===== config.mk =====
export PLATFORM = sky130hd
export DESIGN_NAME = move_to_front_lru_cache_flat
export DESIGN_NICKNAME = d
export VERILOG_FILES = /design/src/rtl/core/mtflru_pkg.sv /design/src/rtl/core/mtflru_if.sv /design/src/rtl/core/move_to_front_lru_cache.sv /design/src/rtl/core/mtflru_cell.sv /design/src/flat_wrapper.sv
export SDC_FILE = /design/constraint.sdc
export NUM_CORES = 1
export LEC_CHECK = 0
export BUFFER_PORTS_ARGS = -buffer_cell sky130_fd_sc_hd__clkbuf_2
export CORE_MARGIN = 4
export CORE_UTILIZATION = 40
export DETAILED_ROUTE_END_ITERATION = 8
export GPL_TIMING_DRIVEN = 0
export MAX_ROUTING_LAYER = met4
export SYNTH_ARGS = -nofsm -noshare
export SYNTH_HDL_FRONTEND = slang
export SYNTH_HIERARCHICAL = 1
export SYNTH_SLANG_ARGS = --single-unit

===== constraint.sdc =====
create_clock -name clk -period 29 [get_ports clk]
set_clock_uncertainty 0.1 [all_clocks]
set_input_delay 4.35 -clock clk [delete_from_list [all_inputs] [get_ports clk]]
set_output_delay 4.35 -clock clk [all_outputs]
set_load 0.005 [all_outputs]

===== src/rtl/core/mtflru_pkg.sv =====
package mtflru_pkg;

    // Field widths of one lookup and one result.
    localparam int KEY_HIGH_W = 16;
    localparam int KEY_LOW_W  = 64;
    localparam int HANDLE_W   = 16;
    localparam int CAP_W      = 4;

    // Capacity in force after reset.
    localparam logic [CAP_W-1:0] CAP_RESET = CAP_W'(5);

    // One cached entry: the 80-bit key id and its handle.
    typedef struct packed {
        logic [KEY_HIGH_W-1:0] key_high;
        logic [KEY_LOW_W-1:0]  key_low;
        logic [HANDLE_W-1:0]   handle;
    } entry_t;

    // Per-cell control from the sequencer.
    typedef struct packed {
        logic cmp_en;  // capture the compare result of this cell
        logic load;    // take the entry offered by the neighbor
        logic live;    // the cell holds one of the live entries
    } cell_ctrl_t;

endpackage


===== src/rtl/core/mtflru_if.sv =====
// Lookup channel: one item is a key id and the handle a fetch would give.
interface mtflru_lookup_if
    import mtflru_pkg::*;
();
    logic                  valid;
    logic                  ready;
    logic [KEY_HIGH_W-1:0] key_high;
    logic [KEY_LOW_W-1:0]  key_low;
    logic [HANDLE_W-1:0]   fetched_handle;

    modport source (output valid, output key_high, output key_low,
                    output fetched_handle, input ready);
    modport sink   (input valid, input key_high, input key_low,
                    input fetched_handle, output ready);
endinterface

// Result channel: one item per lookup.
interface mtflru_result_if
    import mtflru_pkg::*;
();
    logic                valid;
    logic                ready;
    logic                hit;
    logic [HANDLE_W-1:0] handle_out;
    logic                evicted;
    logic [HANDLE_W-1:0] evicted_handle;

    modport source (output valid, output hit, output handle_out,
                    output evicted, output evicted_handle, input ready);
    modport sink   (input valid, input hit, input handle_out,
                    input evicted, input evicted_handle, output ready);
endinterface


===== src/rtl/core/move_to_front_lru_cache.sv =====
// Fully associative key cache kept in most-recently-used order, built as a
// row of MAX_ENTRIES cells that each hold one entry and pass it to the next
// cell when the list shifts. A lookup runs through four states: the idle cycle
// in which the item is accepted, one in which every cell compares its key in
// parallel, one in which the cells up to the hit or insert position shift back
// by one, the front cell takes the key and the result is registered, and one
// that presents the result. The next lookup is accepted in the cycle after the
// result is taken, so no new item is accepted while a lookup is in flight.
// A hit returns the stored handle; a miss stores fetched_handle at the front
// and, once the entry count has reached the capacity (clamped to 1 through
// MAX_ENTRIES, 5 after reset), drops the last entry and reports its handle.
// The capacity register may only be written while no lookup is in flight.
module move_to_front_lru_cache
    import mtflru_pkg::*;
#(
    parameter int MAX_ENTRIES = 8
)
(
    input  logic                  clk,
    input  logic                  rst_n,
    input  logic                  cfg_we,
    input  logic [CAP_W-1:0]      cfg_wdata,
    mtflru_lookup_if.sink         lookup,
    mtflru_result_if.source       result
);

    localparam int CW = $clog2(MAX_ENTRIES + 1);

    typedef enum logic [3:0] {
        ST_IDLE = 4'b0001,
        ST_CMP  = 4'b0010,
        ST_UPD  = 4'b0100,
        ST_OUT  = 4'b1000
    } state_t;

    state_t               state_reg;
    state_t               state_next;
    logic [CAP_W-1:0]     cap_reg;
    logic [CW-1:0]        count_reg;
    logic [CW-1:0]        count_next;
    entry_t               probe_reg;

    logic                 hit_reg;
    logic [HANDLE_W-1:0]  handle_out_reg;
    logic                 evicted_reg;
    logic [HANDLE_W-1:0]  evicted_handle_reg;

    entry_t               cell_entry [MAX_ENTRIES];
    logic [MAX_ENTRIES-1:0] cell_match;
    cell_ctrl_t           cell_ctrl  [MAX_ENTRIES];
    logic [MAX_ENTRIES:0] seen;

    logic [CW-1:0]        eff_cap;
    logic                 grow;
    logic [CW-1:0]        ins_pos;
    logic                 any_hit;
    logic [HANDLE_W-1:0]  hit_handle;
    logic [HANDLE_W-1:0]  last_handle;
    entry_t               front_entry;
    logic                 accept;

    assign accept = lookup.valid && lookup.ready;

    // Clamp the capacity register to 1 .. MAX_ENTRIES.
    always_comb
    begin
        if (cap_reg == '0)
        begin
            eff_cap = CW'(1);
        end
        else if (32'(cap_reg) > 32'(MAX_ENTRIES))
        begin
            eff_cap = CW'(MAX_ENTRIES);
        end
        else
        begin
            eff_cap = CW'(cap_reg);
        end
    end

    // Miss placement: append while below capacity, else reuse the last slot.
    assign grow    = count_reg < eff_cap;
    assign ins_pos = grow ? count_reg : count_reg - CW'(1);

    // Hit and eviction handles gathered from the cells.
    always_comb
    begin
        hit_handle  = '0;
        last_handle = '0;
        for (int i = 0; i < MAX_ENTRIES; i++)
        begin
            if (cell_match[i] && !seen[i])
            begin
                hit_handle = hit_handle | cell_entry[i].handle;
            end
            if (CW'(i + 1) == count_reg)
            begin
                last_handle = last_handle | cell_entry[i].handle;
            end
        end
    end

    assign any_hit = seen[MAX_ENTRIES];

    // New front entry: the probed key with the cached or fetched handle.
    always_comb
    begin
        front_entry        = probe_reg;
        front_entry.handle = any_hit ? hit_handle : probe_reg.handle;
    end

    // Row of cells; seen[i] tells whether a match lies ahead of cell i.
    assign seen[0] = 1'b0;

    for (genvar i = 0; i < MAX_ENTRIES; i++)
    begin : g_cell
        entry_t prev_entry;

        assign seen[i + 1] = seen[i] | cell_match[i];

        assign cell_ctrl[i].cmp_en = (state_reg == ST_CMP);
        assign cell_ctrl[i].live   = CW'(i) < count_reg;
        assign cell_ctrl[i].load   = (state_reg == ST_UPD)
                                     && (any_hit ? !seen[i] : (CW'(i) <= ins_pos));

        if (i == 0)
        begin : g_front
            assign prev_entry = front_entry;
        end
        else
        begin : g_back
            assign prev_entry = cell_entry[i - 1];
        end

        mtflru_cell u_cell (
            .clk        (clk),
            .rst_n      (rst_n),
            .ctrl       (cell_ctrl[i]),
            .probe      (probe_reg),
            .prev_entry (prev_entry),
            .entry      (cell_entry[i]),
            .match      (cell_match[i])
        );
    end

    // Sequencer.
    always_comb
    begin
        state_next = state_reg;
        case (state_reg)
            ST_IDLE:
            begin
                if (accept)
                begin
                    state_next = ST_CMP;
                end
            end
            ST_CMP:
            begin
                state_next = ST_UPD;
            end
            ST_UPD:
            begin
                state_next = ST_OUT;
            end
            ST_OUT:
            begin
                if (result.ready)
                begin
                    state_next = ST_IDLE;
                end
            end
            default:
            begin
                state_next = ST_IDLE;
            end
        endcase
    end

    // Entry count grows only on a miss below capacity.
    always_comb
    begin
        count_next = count_reg;
        if ((state_reg == ST_UPD) && !any_hit && grow)
        begin
            count_next = count_reg + CW'(1);
        end
    end

    // Control registers.
    always_ff @(posedge clk or negedge rst_n)
    begin
        if (!rst_n)
        begin
            state_reg <= ST_IDLE;
            count_reg <= '0;
            cap_reg   <= CAP_RESET;
        end
        else
        begin
            state_reg <= state_next;
            count_reg <= count_next;
            if (cfg_we)
            begin
                cap_reg <= cfg_wdata;
            end
        end
    end

    // Probe capture and result registers.
    always_ff @(posedge clk)
    begin
        if (accept)
        begin
            probe_reg.key_high <= lookup.key_high;
            probe_reg.key_low  <= lookup.key_low;
            probe_reg.handle   <= lookup.fetched_handle;
        end
        if (state_reg == ST_UPD)
        begin
            hit_reg            <= any_hit;
            handle_out_reg     <= front_entry.handle;
            evicted_reg        <= !any_hit && !grow;
            evicted_handle_reg <= (!any_hit && !grow) ? last_handle : '0;
        end
    end

    assign lookup.ready          = (state_reg == ST_IDLE);
    assign result.valid          = (state_reg == ST_OUT);
    assign result.hit            = hit_reg;
    assign result.handle_out     = handle_out_reg;
    assign result.evicted        = evicted_reg;
    assign result.evicted_handle = evicted_handle_reg;

`ifndef SYNTHESIS
    // A lookup is never taken while a result waits.
    a_no_overlap: assert property (@(posedge clk) disable iff (!rst_n)
        result.valid |-> !lookup.ready)
        else $error("lookup accepted while a result is pending");

    // A hit never evicts.
    a_hit_no_evict: assert property (@(posedge clk) disable iff (!rst_n)
        result.valid |-> !(result.hit && result.evicted))
        else $error("hit reported together with an eviction");

    // The entry count stays within the row and steps by at most one.
    a_count_bound: assert property (@(posedge clk) disable iff (!rst_n)
        (32'(count_reg) <= 32'(MAX_ENTRIES))
        && ((count_reg == $past(count_reg))
            || (count_reg == $past(count_reg) + CW'(1))))
        else $error("entry count out of range or jumped");

    // An accepted lookup always starts the compare pass next.
    a_accept_cmp: assert property (@(posedge clk) disable iff (!rst_n)
        accept |=> (state_reg == ST_CMP))
        else $error("accepted lookup did not start a compare");
`endif

endmodule


===== src/rtl/core/mtflru_cell.sv =====
// One position of the recency list. It compares its entry against the probe
// key and, when told to, takes the entry of its front neighbor.
module mtflru_cell
    import mtflru_pkg::*;
(
    input  logic       clk,
    input  logic       rst_n,
    input  cell_ctrl_t ctrl,
    input  entry_t     probe,
    input  entry_t     prev_entry,
    output entry_t     entry,
    output logic       match
);

    entry_t entry_reg;
    logic   match_reg;
    logic   match_next;

    // A match only counts for a live entry; the handle takes no part.
    assign match_next = ctrl.live
                        && (entry_reg.key_high == probe.key_high)
                        && (entry_reg.key_low == probe.key_low);

    // Compare flag.
    always_ff @(posedge clk or negedge rst_n)
    begin
        if (!rst_n)
        begin
            match_reg <= 1'b0;
        end
        else if (ctrl.cmp_en)
        begin
            match_reg <= match_next;
        end
    end

    // Entry storage; it moves one place back when loaded.
    always_ff @(posedge clk)
    begin
        if (ctrl.load)
        begin
            entry_reg <= prev_entry;
        end
    end

    assign entry = entry_reg;
    assign match = match_reg;

endmodule

===== src/flat_wrapper.sv =====
// flat-port wrapper written by rule: the top's interface ports become plain ports
module move_to_front_lru_cache_flat import mtflru_pkg::*;
#(
    parameter int MAX_ENTRIES = 8
)
  (clk, rst_n, cfg_we, cfg_wdata, lookup_valid, lookup_key_high, lookup_key_low, lookup_fetched_handle, lookup_ready, result_valid, result_hit, result_handle_out, result_evicted, result_evicted_handle, result_ready);
  mtflru_lookup_if lookup_i ();
  mtflru_result_if result_i ();
  input  logic clk;
  input  logic rst_n;
  input  logic cfg_we;
  input  logic [CAP_W-1:0] cfg_wdata;
  input wire logic [$bits(lookup_i.valid)-1:0] lookup_valid;
  input wire logic [$bits(lookup_i.key_high)-1:0] lookup_key_high;
  input wire logic [$bits(lookup_i.key_low)-1:0] lookup_key_low;
  input wire logic [$bits(lookup_i.fetched_handle)-1:0] lookup_fetched_handle;
  output wire logic [$bits(lookup_i.ready)-1:0] lookup_ready;
  output wire logic [$bits(result_i.valid)-1:0] result_valid;
  output wire logic [$bits(result_i.hit)-1:0] result_hit;
  output wire logic [$bits(result_i.handle_out)-1:0] result_handle_out;
  output wire logic [$bits(result_i.evicted)-1:0] result_evicted;
  output wire logic [$bits(result_i.evicted_handle)-1:0] result_evicted_handle;
  input wire logic [$bits(result_i.ready)-1:0] result_ready;
  assign lookup_i.valid = lookup_valid;
  assign lookup_i.key_high = lookup_key_high;
  assign lookup_i.key_low = lookup_key_low;
  assign lookup_i.fetched_handle = lookup_fetched_handle;
  assign lookup_ready = lookup_i.ready;
  assign result_valid = result_i.valid;
  assign result_hit = result_i.hit;
  assign result_handle_out = result_i.handle_out;
  assign result_evicted = result_i.evicted;
  assign result_evicted_handle = result_i.evicted_handle;
  assign result_i.ready = result_ready;
  move_to_front_lru_cache #(.MAX_ENTRIES(MAX_ENTRIES)) u_core (.clk(clk), .rst_n(rst_n), .cfg_we(cfg_we), .cfg_wdata(cfg_wdata), .lookup(lookup_i), .result(result_i));
endmodule

==> impl_metrics.toml, run 1 <==
[die]
core_sq_mm = 0.0953
ios = 141
rows = 113
dieWidth_um = 318
start_util_pct = 40.4
die_h_um = 318
dieArea_sq_mm = 0.101

[clock_network]
clockBufferDepth = 3
insertion_delay_ns = 0.66
cts_htree_levels = 3
clk_pin_slew_ns = 0.06
cts-root-buf = "clkbuf_16"
numCtsBuffers = 97
holdBufCountCts = 0
ctsResizeCount = 0
cts.sinks = 918
cts_tree = "done"
post-cts-setup-buffer-count = 0

[global_route]
grt_max_degree = 80
track_usage_pct = 19.5
grt_pass1_wl_um = 145000
antenna_found_initial = 1
grt_overflow_total = 0
grt_pass1_vias = 23023

[timing]
worst_pin_slew_ns = 1.57
fmax_ghz = 0.158
fin_tns_setup_ns = 0
final_max_slew_viol_count = 8
hold_viol_final = 0
min_period_ns = 6.32
slew_headroom_pct = -5.08
rsz0062_at_grt = "false"
setup_viol = 0
holdWs_ns = 0.342
min_period_over_period_pct = 21.8

[logic_synthesis]
synth_edf_count = 898
synth_ff_type = "edfxtp_1"
synthesis.instances = 2514
synth_common_cells = "898 x edfxtp_1, 410 x xnor2_1, 189 x inv_1"
avgSynthCellArea_sq_um = 15.3
synth_top_family_by_area = "XOR/XNOR gates"
yosysMostFrequentCell = "edfxtp_1"
synth_largest_area_cell = "edfxtp_1"
synth-compound-area-share_pct = 8.06
synthAdderAreaFrac_pct = 0.292
seq_area_frac_synth_pct = 71.3
yosys.area_share.simple_pct = 7.60
syn_area_sq_mm = 0.0385
yosysWarnings = 6
async_flop_share_pct = 2.18
synth.top_cells.by_area = "edfxtp_1 70%, xnor2_1 9.3%, nand2b_1 2.0%"
yosys.area.top_type_share_pct = 70.0
syn-num-nets = 2628
synth_xor_area_share_pct = 9.76
synth_seq_cells = 918
ys_types = 63
synth.area.mux_share_pct = 0.263

[critical_path]
required_ns = 24.55
worstSetupPathType = "reg -> out"
start_kind = "flop"
path_delay_family = "flip-flops"
slowest_stage = "dfstp_2"
path_cells = "nor4b_1, clkbuf_2"
crit_buf_inv = 1
worstPathArrival_ns = 1.87
crit_path_end_kind = "primary output"
cp_max_fo = 7
slowest_delay_ns = 0.59

[placed_design]
io_buffers = 140
placed_area_sq_mm = 0.0418
gp_congestion = 0.965
hpwl_um = 71500

[run_status]
status = "finished with violations"
violations = "capacitance limit, slew limit"

[cells_and_area]
area_delta_synth_final_pct = 16.7
nets = 2918
drive_gt1_share_pct = 14.6
largest_register_ffs = 768
final_area_sq_mm = 0.0449

[job]
maxCapViolCount = 1

[drt]
first_pass_iters = 9
viasPerCell = 5.48
detail_route.wirelength_um = 98400
drtAntennaViolNets = 0
wire_per_inst_um = 23.7
drc = 0
drtIter0Drc = 2290
via_count = 22745

[power_and_ir_drop]
ir_worst_vdd_v = 0.0000530
power_leakage_nw = 14.6
p_per_area_mw_per_mm2 = 74.0

[worst_hold_path]
min_path_type = "reg -> reg"
==> logic make-up after synthesis <==
logic type	after synthesis
compound gates	383
buf+inv	268
flops	918
fa+ha+maj	9
xor+xnor	429
mux	9
simple gates	498
==> path summary, 6_finish.rpt <==
| kind | start | end | slack (ns) | depth (start not counted) |
|---|---|---|---|---|
| max | u_core/state_reg[0]$_DFFE_PN1P_ | lookup_ready | 22.68 | 2 |
| min | u_core/g_cell[6].u_cell/entry[77]$_DFFE_PP_ | u_core/g_cell[7].u_cell/entry[77]$_DFFE_PP_ | 0.34 | 0 |
| max reg2reg | u_core/count_reg[1]$_DFFE_PN0P_ | u_core/g_cell[1].u_cell/match$_DFFE_PN0P_ | 24.64 | 11 |
| min reg2reg | u_core/g_cell[6].u_cell/entry[77]$_DFFE_PP_ | u_core/g_cell[7].u_cell/entry[77]$_DFFE_PP_ | 0.34 | 0 |
| max in group asynchronous | rst_n | u_core/state_reg[1]$_DFFE_PN0P_ | 24.69 | 1 |
| min in group asynchronous | rst_n | u_core/g_cell[0].u_cell/match$_DFFE_PN0P_ | 3.62 | 1 |
==> power by group <==
part	switching, mW	internal [mW]	total, mW	leakage [nW]
Sequential	0.135	1.55	1.68	8.38
Clock	0.513	0.707	1.22	1.50
Combinational	0.240	0.184	0.424	4.72
Total	0.888	2.44	3.33	14.6
==> metrics by stage <==
step,util (%),cells,worst slack [ns],power (mW)
finish,47.2,4147,22.68,3.33
global route,47.2,4147,22.48,3.46
CTS,47.2,4145,22.62,3.36
detailed placement,43.9,3969,23.00,2.13
global placement,42.8,3919,12.17,2.12
floorplan,-,2514,18.73,1.95
==> routing by layer <==
metal / GRT usage [%] / up-vias / part of all wire, %
li1: - / 10201 / -
met1: 25.0 / 11280 / 41
met2: 31.0 / 1012 / 48
met3: 3.09 / 252 / 6.8
met4: 7.86 / 0 / 4.2
met5: - / - / 0
==> final cells by class <==
type                       count  area [sq um]
clock inverter                64           593
inverter                     222           838
antenna                        1          2.50
multi-input combinational   1328         10100
fill                        8254         50300
buffer                        46           204
clock buffer                 112          2500
tap                         1265          1580
timing repair buffer         191          1630
sequential                   918         27500
==> layout by cell type (no fill, tap or decap), types with 9 or more instances in the layout <==
cell type,instances
nand3b_1,11
nand2b_1,123
nand3_1,13
nor2_1,77
a22o_1,30
buf_16,13
a221oi_1,42
xor2_1,19
edfxtp_1,898
dfrtp_1,17
o2111ai_1,41
xnor2_1,410
clkbuf_2,140
a31oi_1,14
inv_1,188
clkbuf_16,98
o221a_2,13
nor4_1,41
o221ai_1,32
a22oi_1,15
o21ai_0,18
ha_1,9
a222oi_1,31
clkinv_1,47
nand4_1,106
nand2_1,77
o22ai_1,33
bufinv_16,10
a21oi_1,57
inv_2,17
buf_8,27
clkbuf_1,50
clkinv_2,10
No activity file was read; power rests on OpenSTA's default activity.
==> run 2: changes to the inputs <==
Clock period 29 ns to 6.2 ns, I/O delays scaled along.
==> impl_metrics.toml, run 2 (synthesized netlist as in run 1, its figures left out) <==
[critical_path]
path_cells = "ha_1, a211oi_1, o211a_1, nor3_1, xnor2_1, a311oi_4, buf_16, buf_16, buf_16, buf_8"
worstRegToRegCells = 10
slowest_delay_ns = 1.04
timing.rr.start = "u_core/count_reg[3]$_DFFE_PN0P_"
required_ns = 6.51
start_kind = "flop"
crit_buf_inv = 4
r2r_slack_ns = 1.78
worstPathArrival_ns = 4.73
worstSetupPathType = "reg -> reg"
path_delay_family = "compound AO/OA/AOI/OAI gates"
crit_path_end_kind = "flop"
r2r-end = "u_core/g_cell[5].u_cell/entry[83]$_DFFE_PP_"
cp_common_cell = "buf_16"
slowest_stage = "xnor2_1"
cp_max_fo = 12

[drt]
met1_length_um = 40900
first_pass_iters = 6
wl_met2_um = 47500
via_count = 22690
wire_per_inst_um = 23.9
wl_met3_um = 6790
drtAntennaViolNets = 0
drc = 0
top_layer_used = "met4"
viasPerCell = 5.46
drtIter0Drc = 1956
detail_route.wirelength_um = 99300

[die]
dieArea_sq_mm = 0.101
ios = 141
dieWidth_um = 318
core_sq_mm = 0.0953
die_h_um = 318
start_util_pct = 40.4
rows = 113

[timing]
hold_viol_final = 0
min_period_ns = 4.42
setup_viol = 0
final_max_slew_viol_count = 0
min_period_over_period_pct = 71.3
fmax_ghz = 0.226
worst_pin_slew_ns = 1.34
slew_headroom_pct = 10.3
rsz0062_at_grt = "false"

[placed_design]
dp_cells = 3969
io_buffers = 140
hpwl_um = 72300
gp_congestion = 0.941

[power_and_ir_drop]
p_per_area_mw_per_mm2 = 346
power.switching_mw = 4.14
power.total_mw = 15.6
clockPowerShare_pct = 36.9
combPwrFrac_pct = 12.8
seqPwrFrac_pct = 50.4
swShare_pct = 26.5
power_leakage_nw = 14.7
power.internal_mw = 11.5
ir_worst_vdd_v = 0.000257

[global_route]
grt_pass1_vias = 23108
grt_pass1_wl_um = 147000
track_usage_pct = 19.8
grt_max_degree = 86
grt_overflow_total = 0
antenna_found_initial = 0

[clock_network]
numCtsBuffers = 99
insertion_delay_ns = 0.66
cts_tree = "done"
holdBufCountCts = 0
cts_htree_levels = 3
post-cts-setup-buffer-count = 0
ctsResizeCount = 0
clk_pin_slew_ns = 0.06
cts-root-buf = "clkbuf_16"
cts.sinks = 918
clockBufferDepth = 3

[cells_and_area]
nets = 2919
final_cell_mix = "898 x edfxtp_1, 410 x xnor2_1, 188 x inv_1"
drive_gt1_share_pct = 14.7
largest_register_ffs = 768
antenna_cells = 0
area_delta_synth_final_pct = 17.0
finalNonFillerCells = 4156
layout_commonest_cell = "edfxtp_1"

[run_status]
status = "finished clean"

[worst_hold_path]
min_path_type = "in -> async"

[job]
maxCapViolCount = 0
[run 2: cell count changes in the layout (fill, tap and decap cells not counted), sizes merged]
cell	change
clkbuf	+33
clkinv	-12
clkinvlp	-4
bufinv	-3
inv	-3
buf	-1
diode	-1
[run 2: worst max-delay path by stage]
stage / from / to / slack [ns] / cells after the start
floorplan: u_core/count_reg[3]$_DFFE_PN0P_ / u_core/g_cell[1].u_cell/entry[0]$_DFFE_PP_ / -0.37 / 6
global placement: u_core/count_reg[3]$_DFFE_PN0P_ / u_core/g_cell[5].u_cell/entry[20]$_DFFE_PP_ / -3.84 / 6
detailed placement: u_core/count_reg[3]$_DFFE_PN0P_ / u_core/g_cell[5].u_cell/entry[31]$_DFFE_PP_ / 1.85 / 10
CTS: u_core/count_reg[3]$_DFFE_PN0P_ / u_core/g_cell[5].u_cell/entry[83]$_DFFE_PP_ / 1.83 / 10
global route: u_core/count_reg[3]$_DFFE_PN0P_ / u_core/g_cell[5].u_cell/entry[83]$_DFFE_PP_ / 1.61 / 10
finish: u_core/count_reg[3]$_DFFE_PN0P_ / u_core/g_cell[5].u_cell/entry[83]$_DFFE_PP_ / 1.78 / 10
[run 2: metal layers]
layer / vias up / global-route usage (%)
met4: 0 / 7.94
li1: 10197 / -
met2: 968 / 31.7
met5: - / -
met3: 244 / 3.01
met1: 11281 / 25.4
[run 2: cell type report]
| cell class | instances | area, sq um |
|---|---|---|
| fillers | 8267 | 50200 |
| multi-input cells | 1328 | 10100 |
| well taps | 1265 | 1580 |
| repair buffers | 190 | 1680 |
| clock inverters | 42 | 407 |
| flip-flops and latches | 918 | 27500 |
| clock buffers | 145 | 2750 |
| inverters | 222 | 838 |
| plain buffers | 46 | 204 |
[run 2: power groups by stage]
stage | Clock, mW | Sequential (mW) | Combinational [mW]
3_3_place_gp | 0 | 8.07 | 1.84
2_1_floorplan | 0 | 7.80 | 1.30
6_report | 5.75 | 7.86 | 1.99
5_1_grt | 6.19 | 7.92 | 2.15
4_1_cts | 5.91 | 7.86 | 2.00
3_5_place_dp | 0 | 7.99 | 1.99
[run 2: per-stage QoR]
stage	TNS, ns	hold WS [ns]	worst slack, ns	util, %	instance area [sq um]
6_report	0	0.209	1.78	47.3	45100
3_5_place_dp	0	0.333	1.85	44.0	41900
4_1_cts	0	0.174	1.83	47.3	45100
2_1_floorplan	-143.51	0.326	-0.374	-	38500
3_3_place_gp	-1806.98	0.334	-3.84	42.8	40800
5_1_grt	0	0.213	1.61	47.3	45100
